===== config.mk =====
export PLATFORM = sky130hd
export DESIGN_NAME = pus_scale
export DESIGN_NICKNAME = d
export VERILOG_FILES = /design/src/hw/rtl/pus_pkg.sv /design/src/hw/rtl/pus_scale.sv
export SDC_FILE = /design/constraint.sdc
export NUM_CORES = 2
export LEC_CHECK = 0
export BUFFER_PORTS_ARGS = -buffer_cell sky130_fd_sc_hd__buf_4
export CORE_MARGIN = 2
export CORE_UTILIZATION = 55
export DETAILED_ROUTE_END_ITERATION = 10
export GPL_TIMING_DRIVEN = 0
export HOLD_SLACK_MARGIN = 0.12
export PLACE_DENSITY = 0.78
export SETUP_SLACK_MARGIN = 0.4
export SLEW_MARGIN = 20
export SYNTH_ARGS = -nofsm -noshare
export SYNTH_HDL_FRONTEND = slang
export SYNTH_SLANG_ARGS = --single-unit

===== constraint.sdc =====
create_clock -name i_clk -period 12.9 [get_ports i_clk]
set_clock_uncertainty 0.2 [all_clocks]
set_input_delay 2.58 -clock i_clk [delete_from_list [all_inputs] [get_ports i_clk]]
set_output_delay 2.58 -clock i_clk [all_outputs]
set_load 0.02 [all_outputs]

===== src/hw/rtl/pus_pkg.sv =====
`default_nettype none

package pus_pkg;

    typedef enum logic [2:0] {
        K_STATIC,
        K_FIRE,
        K_EXPLODE,
        K_EXPLODE2,
        K_BLOB,
        K_BLOB2,
        K_GRAV,
        K_SLOWGRAV
    } t_kind;

    typedef enum logic [2:0] {
        CFG_FRAME_TIME,
        CFG_GRAVITY_STEP,
        CFG_NOW_TIME,
        CFG_VIEW_X,
        CFG_VIEW_Y,
        CFG_VIEW_Z,
        CFG_VIEW_OFFSET,
        CFG_SIZE_FACTOR
    } t_cfg_idx;

    typedef struct packed {
        logic signed [31:0] pos_x;
        logic signed [31:0] pos_y;
        logic signed [31:0] pos_z;
        logic signed [31:0] vel_x;
        logic signed [31:0] vel_y;
        logic signed [31:0] vel_z;
        logic        [23:0] ramp_pos;
        t_kind              kind;
        logic signed [31:0] death_time;
        logic        [7:0]  palette_index;
    } t_in_beat;

    typedef struct packed {
        logic               retired;
        logic signed [31:0] new_pos_x;
        logic signed [31:0] new_pos_y;
        logic signed [31:0] new_pos_z;
        logic signed [31:0] new_vel_x;
        logic signed [31:0] new_vel_y;
        logic signed [31:0] new_vel_z;
        logic        [23:0] new_ramp;
        logic signed [31:0] new_death_time;
        logic        [7:0]  new_palette_index;
        logic        [30:0] draw_scale;
        logic        [16:0] fade_alpha;
    } t_out_beat;

    typedef struct packed {
        logic        [19:0] frame_time;
        logic signed [23:0] gravity_step;
        logic        [30:0] now_time;
        logic signed [17:0] view_x;
        logic signed [17:0] view_y;
        logic signed [17:0] view_z;
        logic signed [31:0] view_offset;
        logic        [19:0] size_factor;
    } t_cfg;

    // kinematic result after the third stage
    typedef struct packed {
        logic               retired;
        logic signed [31:0] pos_x;
        logic signed [31:0] pos_y;
        logic signed [31:0] pos_z;
        logic signed [31:0] vel_x;
        logic signed [31:0] vel_y;
        logic signed [31:0] vel_z;
        logic        [23:0] ramp;
        logic signed [31:0] death;
        logic        [7:0]  pal;
        logic        [16:0] alpha;
    } t_kin;

    typedef struct packed {
        logic signed [49:0] q_x;
        logic signed [49:0] q_y;
        logic signed [49:0] q_z;
    } t_vprod;

    function automatic logic signed [31:0] sat32(input logic signed [63:0] x);
        logic signed [31:0] r;
        if (x > 64'sd2147483647) begin
            r = 32'sh7FFFFFFF;
        end else if (x < -64'sd2147483648) begin
            r = 32'sh80000000;
        end else begin
            r = x[31:0];
        end
        return r;
    endfunction

    function automatic logic [7:0] fire_pal(input logic [2:0] i);
        logic [7:0] r;
        case (i)
            3'd0: r = 8'h6d;
            3'd1: r = 8'h6b;
            3'd2: r = 8'h06;
            3'd3: r = 8'h05;
            3'd4: r = 8'h04;
            3'd5: r = 8'h03;
            default: r = 8'h00;
        endcase
        return r;
    endfunction

    function automatic logic [7:0] expl_pal(input logic [2:0] i);
        logic [7:0] r;
        case (i)
            3'd0: r = 8'h6f;
            3'd1: r = 8'h6d;
            3'd2: r = 8'h6b;
            3'd3: r = 8'h69;
            3'd4: r = 8'h67;
            3'd5: r = 8'h65;
            3'd6: r = 8'h63;
            default: r = 8'h61;
        endcase
        return r;
    endfunction

    function automatic logic [7:0] expl2_pal(input logic [2:0] i);
        logic [7:0] r;
        case (i)
            3'd0: r = 8'h6f;
            3'd1: r = 8'h6e;
            3'd2: r = 8'h6d;
            3'd3: r = 8'h6c;
            3'd4: r = 8'h6b;
            3'd5: r = 8'h6a;
            3'd6: r = 8'h68;
            default: r = 8'h66;
        endcase
        return r;
    endfunction

endpackage

`default_nettype wire


===== src/hw/rtl/pus_scale.sv =====
`default_nettype none

module pus_scale #(
    parameter int FRAC_BITS = 16
) (
    input  wire              i_clk,
    input  wire        [3:0] i_en,
    input  pus_pkg::t_vprod  i_vp,
    input  pus_pkg::t_cfg    i_cfg,
    output logic      [30:0] o_draw_scale
);
    import pus_pkg::*;

    localparam int DPW = (53 - FRAC_BITS > 33) ? 53 - FRAC_BITS : 33;
    localparam int XW  = DPW - 1;
    localparam int RW  = XW + 1;
    localparam int XL  = XW / 2;
    localparam int XH  = XW - XL;
    localparam int ML  = RW / 2;
    localparam int MH  = RW - ML;
    localparam int TW  = XW + RW;
    localparam int SCW = XW - 6;
    localparam int PW  = SCW - 1 + 20;

    // floor(x / 250) = (x * RECIP) >> (XW + 8) for any x below 2^XW
    localparam logic [63:0] RECIP    = ((64'd1 << (XW + 8)) + 64'd249) / 64'd250;
    localparam logic [63:0] ONE      = 64'd1 << FRAC_BITS;
    localparam logic [63:0] NEAR_SC  = ONE + (ONE * 64'd8 + 64'd50) / 64'd100;
    localparam logic signed [DPW-1:0] NEAR_LIM = DPW'(64'd20 << FRAC_BITS);
    localparam logic [ML-1:0] M_LO = RECIP[ML-1:0];
    localparam logic [MH-1:0] M_HI = RECIP[RW-1:ML];

    // stage 4: depth
    logic signed [51:0]    vsum;
    logic signed [51:0]    vsh;
    logic signed [DPW-1:0] r4_depth;

    always_comb begin
        vsum = 52'(i_vp.q_x) + 52'(i_vp.q_y) + 52'(i_vp.q_z);
        vsh  = vsum >>> FRAC_BITS;
    end

    always_ff @(posedge i_clk) begin
        if (i_en[0]) begin
            r4_depth <= DPW'(vsh) - DPW'(i_cfg.view_offset);
        end
    end

    // stage 5: partial products of the reciprocal multiply
    logic [XL-1:0]    x_lo;
    logic [XH-1:0]    x_hi;
    logic             r5_near;
    logic [XL+ML-1:0] r5_ll;
    logic [XL+MH-1:0] r5_lh;
    logic [XH+ML-1:0] r5_hl;
    logic [XH+MH-1:0] r5_hh;

    assign x_lo = r4_depth[XL-1:0];
    assign x_hi = r4_depth[XW-1:XL];

    always_ff @(posedge i_clk) begin
        if (i_en[1]) begin
            r5_near <= r4_depth < NEAR_LIM;
            r5_ll   <= (XL+ML)'(x_lo) * (XL+ML)'(M_LO);
            r5_lh   <= (XL+MH)'(x_lo) * (XL+MH)'(M_HI);
            r5_hl   <= (XH+ML)'(x_hi) * (XH+ML)'(M_LO);
            r5_hh   <= (XH+MH)'(x_hi) * (XH+MH)'(M_HI);
        end
    end

    // stage 6: quotient and half scale
    logic [TW-1:0]  total;
    logic [SCW-1:0] sc;
    logic [SCW-2:0] r6_half;

    always_comb begin
        total = TW'(r5_ll) + (TW'(r5_lh) << ML) + (TW'(r5_hl) << XL)
              + (TW'(r5_hh) << (XL + ML));
        if (r5_near) begin
            sc = SCW'(NEAR_SC);
        end else begin
            sc = SCW'(ONE) + SCW'(total[TW-1:XW+8]);
        end
    end

    always_ff @(posedge i_clk) begin
        if (i_en[2]) begin
            r6_half <= sc[SCW-1:1];
        end
    end

    // stage 7: size compensation
    logic [PW-1:0] r7_prod;

    always_ff @(posedge i_clk) begin
        if (i_en[3]) begin
            r7_prod <= PW'(r6_half) * PW'(i_cfg.size_factor);
        end
    end

    logic [63:0] prod_sh;

    always_comb begin
        prod_sh = 64'(r7_prod >> FRAC_BITS);
        o_draw_scale = (prod_sh > 64'h7FFFFFFF) ? 31'h7FFFFFFF : prod_sh[30:0];
    end

endmodule

`default_nettype wire


=== Word level (Yosys, flattened, before mapping) ===
Cells that the tools add are included.

* Bits in registers: 258
* Input bits: 336
* Output and inout bits: 31
* Logic and storage cells: 23

* Add/sub/neg operators: 7
* Multipliers: 5
* Magnitude comparators: 2
* Multiplexer cells: 1

{| class="wikitable"
|+ Operators with widths
! operator !! number
|-
| $mul A18 B19 Y37 const B || 2
|-
| $add A57 B73 Y73 || 1
|-
| $mul A18 B16 Y34 const B || 2
|-
| $add A56 B53 Y57 || 1
|-
| $add A35 B55 Y56 || 1
|-
| $add A51 B50 Y52 || 1
|-
| $add A50 B50 Y51 || 1
|-
| $mul A29 B20 Y49 || 1
|-
| $lt A37 B22 Y1 const B || 1
|-
| $sub A36 B32 Y37 || 1
|-
| $gt A33 B31 Y1 const B || 1
|-
| $mux W31 || 1
|-
| $add A17 B29 Y30 const A || 1
|}

=== Depth between registers and ports, before layout ===
* Word-level depth: 4
* Depth in mapped cells: 29
* Depth with buffers taken out: 27

=== Worst setup path before layout ===
OpenSTA, ideal clock, no wires.

* Kind: input port to flip-flop
* Start point: in i_cfg[2] in the netlist's numbering
* End point: reg r7_prod[44], data pin
* Library setup time: 265 ps
* Arrival: 9307 ps
* Required time: 12435 ps
* Slack: 3128 ps
* Stages on the path: 27
* Buffers on the path: 2
* Cell sequence: clkbuf_1 -> clkbuf_1 -> nand2_1 -> fa_1 -> inv_1 -> fa_1 -> inv_1 -> fa_1 -> inv_1 -> fa_1 -> fa_1 -> inv_1 -> fa_1 -> fa_1 -> inv_1 -> ha_1 -> a21o_1 -> a21o_1 -> a21o_1 -> a2111oi_0 -> nor2_1 -> o41a_1 -> a211oi_1 -> o21ai_1 -> a31oi_1 -> o21ai_0 -> xor2_1

* Word-level cells in the longest chain between the ends: 1

{| class="wikitable"
|+ RTL lines
! item !! RTL line !! text
|-
| start, declared || pus_scale.sv:9 || <nowiki>input pus_pkg::t_cfg i_cfg,</nowiki>
|-
| $mul A29 B20 Y49 || pus_scale.sv:97 || <nowiki>r7_prod <= PW'(r6_half) * PW'(i_cfg.size_factor);</nowiki>
|-
| end signal, assigned || pus_scale.sv:97 ||
|-
| end, declared || pus_scale.sv:93 || <nowiki>logic [PW-1:0] r7_prod;</nowiki>
|}

No other way between the ends.
A chain may end at the register's enable or synchronous reset.

=== Worst setup path in the final report ===
* Start point: in i_cfg[11] in the netlist's numbering
* End point: reg r7_prod[44], data pin

Same word-level chain as after synthesis.

==> impl_metrics.tcl <==
set metrics [dict create \
    startpoint "i_cfg[11]" \
    core_area_mm2 0.0897 \
    synth_edf_count 224 \
    arrival_ns 11.06 \
    synthDominantCellAreaShare_pct 35.6 \
    synthTopCellsByCount "954 x inv_1, 881 x fa_1, 807 x ha_1" \
    hold_viol_final 0 \
    ys_seq_elements 224 \
    yosysMostFrequentCell "inv_1" \
    ctsLongestPathBuffers 3 \
    post-route-worst-setup-slack_ns 1.98 \
    synth-async-reset-ratio_pct 0 \
    max_slew_violation_count 0 \
    layout.nets 7153 \
    crit_path_class "input pin to register" \
    leading_post_synthesis_cells_by_cell_area "fa_1 36%, ha_1 20%, edfxtp_1 14%, inv_1 7.2%, and2_1 3.4%" \
    synth_seq_area_share_pct 13.6 \
    max_slew_margin_pct 25.1 \
    finalCriticalPeriod_ns 10.92 \
    crit_buf_inv 3 \
    yosysTopAreaCell "fa_1" \
    postSynthCellCount 4881 \
    post-cts-setup-buffers 0 \
    netlist_area_mm2 0.0496 \
    cpLargestDelayFamily "adder cells" \
    die_height_um 304 \
    grt_util_all_layers_pct 27.0 \
    vias 35120 \
    postSynth.topFlopCell "edfxtp_1" \
    critical_path_required_ns 13.04 \
    fillerInstances 7309 \
    tritoncts_clock_tree "yes" \
    rr_worst_depth 23 \
    cap_violations 0 \
    crit-reg2reg-launch "r6_half[1]" \
    holdBufCountCts 0 \
    post_drt_via_cell_ratio 5.55 \
    rows 110 \
    synth_cell_type_count 73 \
    numCtsBuffers 27 \
    synth_area_per_cell_um2 10.2 \
    dpl_worst_slack_ns 1.47 \
    h_tree_levels 1 \
    die_x_um 304 \
    fmax_ghz 0.0916 \
    antenna_violating_nets_post_route 0 \
    route.detailed.wl_per_inst_um 19.2 \
    clk_transition_reported_paths_ns 0.06 \
    post_cts_resize_count 0 \
    regArea_mm2 0.00673 \
    clock-root-buffer "clkbuf_16" \
    finalSetupViolations 0 \
    dpl.hpwl_um 103000 \
    worst_setup_path_end_kind "register" \
    wire_length_of_the_first_global_routing_pass_um 197000 \
    post-route-drc-count 0 \
    startpoint_type "input pin" \
    totalNegativeSetupSlack_ns 0 \
    cp_slowest_cell "a211oi_1" \
    dr.pass1.iters 5 \
    drt_initial_violations 2136 \
    vias_in_the_first_global_route 37986 \
    outcome "completed" \
    area_growth_pct 8.15 \
    syn_nets 6905 \
    crit_path_max_fanout 10 \
    crit_path_frequent_cell "fa_1" \
    reg2reg_slack_ns 3.59 \
    holdCritPathClass "register to register" \
    io_pins 367 \
    regToRegEndpoint "r7_prod[44]" \
    gp_congestion 0.974 \
    clock_latency_ns 0.61 \
    grt_max_degree 90 \
    timing.critical_path.slowest_cell_delay_ns 0.77 \
    initial_core_util_pct 55.2 \
    unrepaired_setup_endpoints_after_global_routing "false" \
    worstPathCellList "clkbuf_1 -> clkbuf_1 -> nand2_1 -> fa_1 -> inv_1 -> fa_1 -> fa_1 -> fa_1 -> fa_1 -> fa_1 -> fa_1 -> ha_1 -> a21o_1 -> a21o_1 -> a2111oi_0 -> nor2_1 -> o41a_1 -> a211oi_1 -> o21ai_1 -> a31oi_1 -> o21ai_0 -> xor2_1" \
    ys_warn_count 0 \
    drt-total-wl_um 122000 \
    numClockSinks 224 \
    timing.critical_path.depth 22 \
    design.die.area_mm2 0.0926 \
    min_period_over_period_pct 84.6 \
    share_of_final_layout_standard_cells_stronger_than_drive_strength_1_pct 5.48 \
    globalRoute.totalOverflow 0 \
    worst_pin_slew_ns 1.12 \
    crit_end "r7_prod[44]" \
    antenna_found_initial 0 \
    buffer_ports.inserted 218 \
    multiInputGateArea_mm2 0.0388 \
]
## logic make-up (layout without fill, tap and decap cells)
family                   after synthesis  in the layout  synth area share (%)
other                                  0              1                     0
flip-flops                           224            224                  13.6
multiplexers                           4              4                0.0883
AND/OR/NAND/NOR                     1087           1087                  10.9
adder cells (fa/ha/maj)             1688           1688                  55.9
buffers and inverters               1084           1351                  8.21
AO/OA/AOI/OAI                        576            576                  7.44
XOR/XNOR                             218            218                  3.85
## cell type report
cell class	count	area share, %
inverter	955	6.69
timing repair buffer	219	3.11
clock inverter	16	0.385
clock buffer	32	1.30
sequential	224	12.5
multi-input combinational	3573	72.3
tap	1176	2.74
buffer	129	0.903
antenna	1	0.00467
## registers in the layout (all words and copies together), names as in the netlist
name,count
r6_half,29
r7_prod,33
r4_depth,37
r5_hh,37
r5_ll,17
r5_near,1
r5_hl,33
r5_lh,37
## how the worst min path moves through the flow
| stage | slack, ns | to | startpoint | cells after the start |
|---|---|---|---|---|
| after floorplan | 0.29 | r5_near | r4_depth[36] | 1 |
| after global placement | 0.43 | r6_half[11] | r5_hh[20] | 2 |
| after detailed placement | 0.44 | r6_half[14] | r5_hh[23] | 2 |
| after CTS | 0.45 | r6_half[11] | r5_hh[20] | 2 |
| after global routing | 0.47 | r5_near | r4_depth[36] | 1 |
| final | 0.46 | r6_half[11] | r5_hh[20] | 2 |
## per-stage QoR
stage                     instances  hold WS (ns)  area (um2)  utilization, %
final                          6325         0.460       53600            59.8
after global placement         6275         0.432       52700            58.7
after floorplan                4881         0.286       49600               -
after global routing           6324         0.466       53600            59.7
after detailed placement       6276         0.435       52700            58.7
after CTS                      6324         0.454       53600            59.7
## layer usage
| layer | wire length [um] | global-route usage [%] | vias to the layer above |
|---|---|---|---|
| met5 | 0 | 0 | - |
| met1 | 48600 | 33.9 | 17398 |
| li1 | - | - | 16147 |
| met4 | 5470 | 10.3 | 0 |
| met3 | 8880 | 4.60 | 279 |
| met2 | 58700 | 46.7 | 1296 |
## tightest hold or removal path, delay by kind of cell (launching register included)
family         cells  cell delay, ns
AO/OA/AOI/OAI      2            0.17
flip-flops         1            0.38
## placed cells by master, fill, tap and decap left out, types with 7 or more instances in the layout
cell,instances
nand4_1,28
nand2b_1,26
xor2_1,71
and3_1,18
xnor2_1,147
buf_4,217
a21o_1,112
a21boi_0,8
a31oi_1,12
nand3_1,41
nand2_1,427
clkbuf_16,27
inv_1,954
nor3_1,38
clkbuf_1,134
a21oi_1,200
o21ai_0,93
fa_1,881
or2_2,10
edfxtp_1,224
nor2b_1,35
or3_1,39
nor2_1,127
o21bai_1,26
o21a_1,31
ha_1,807
and4_1,7
a211oi_1,15
and2_1,271
o2111ai_1,10
Power is not shown: default switching activity piles up to over one toggle a cycle in this logic, so the estimate is an artifact.
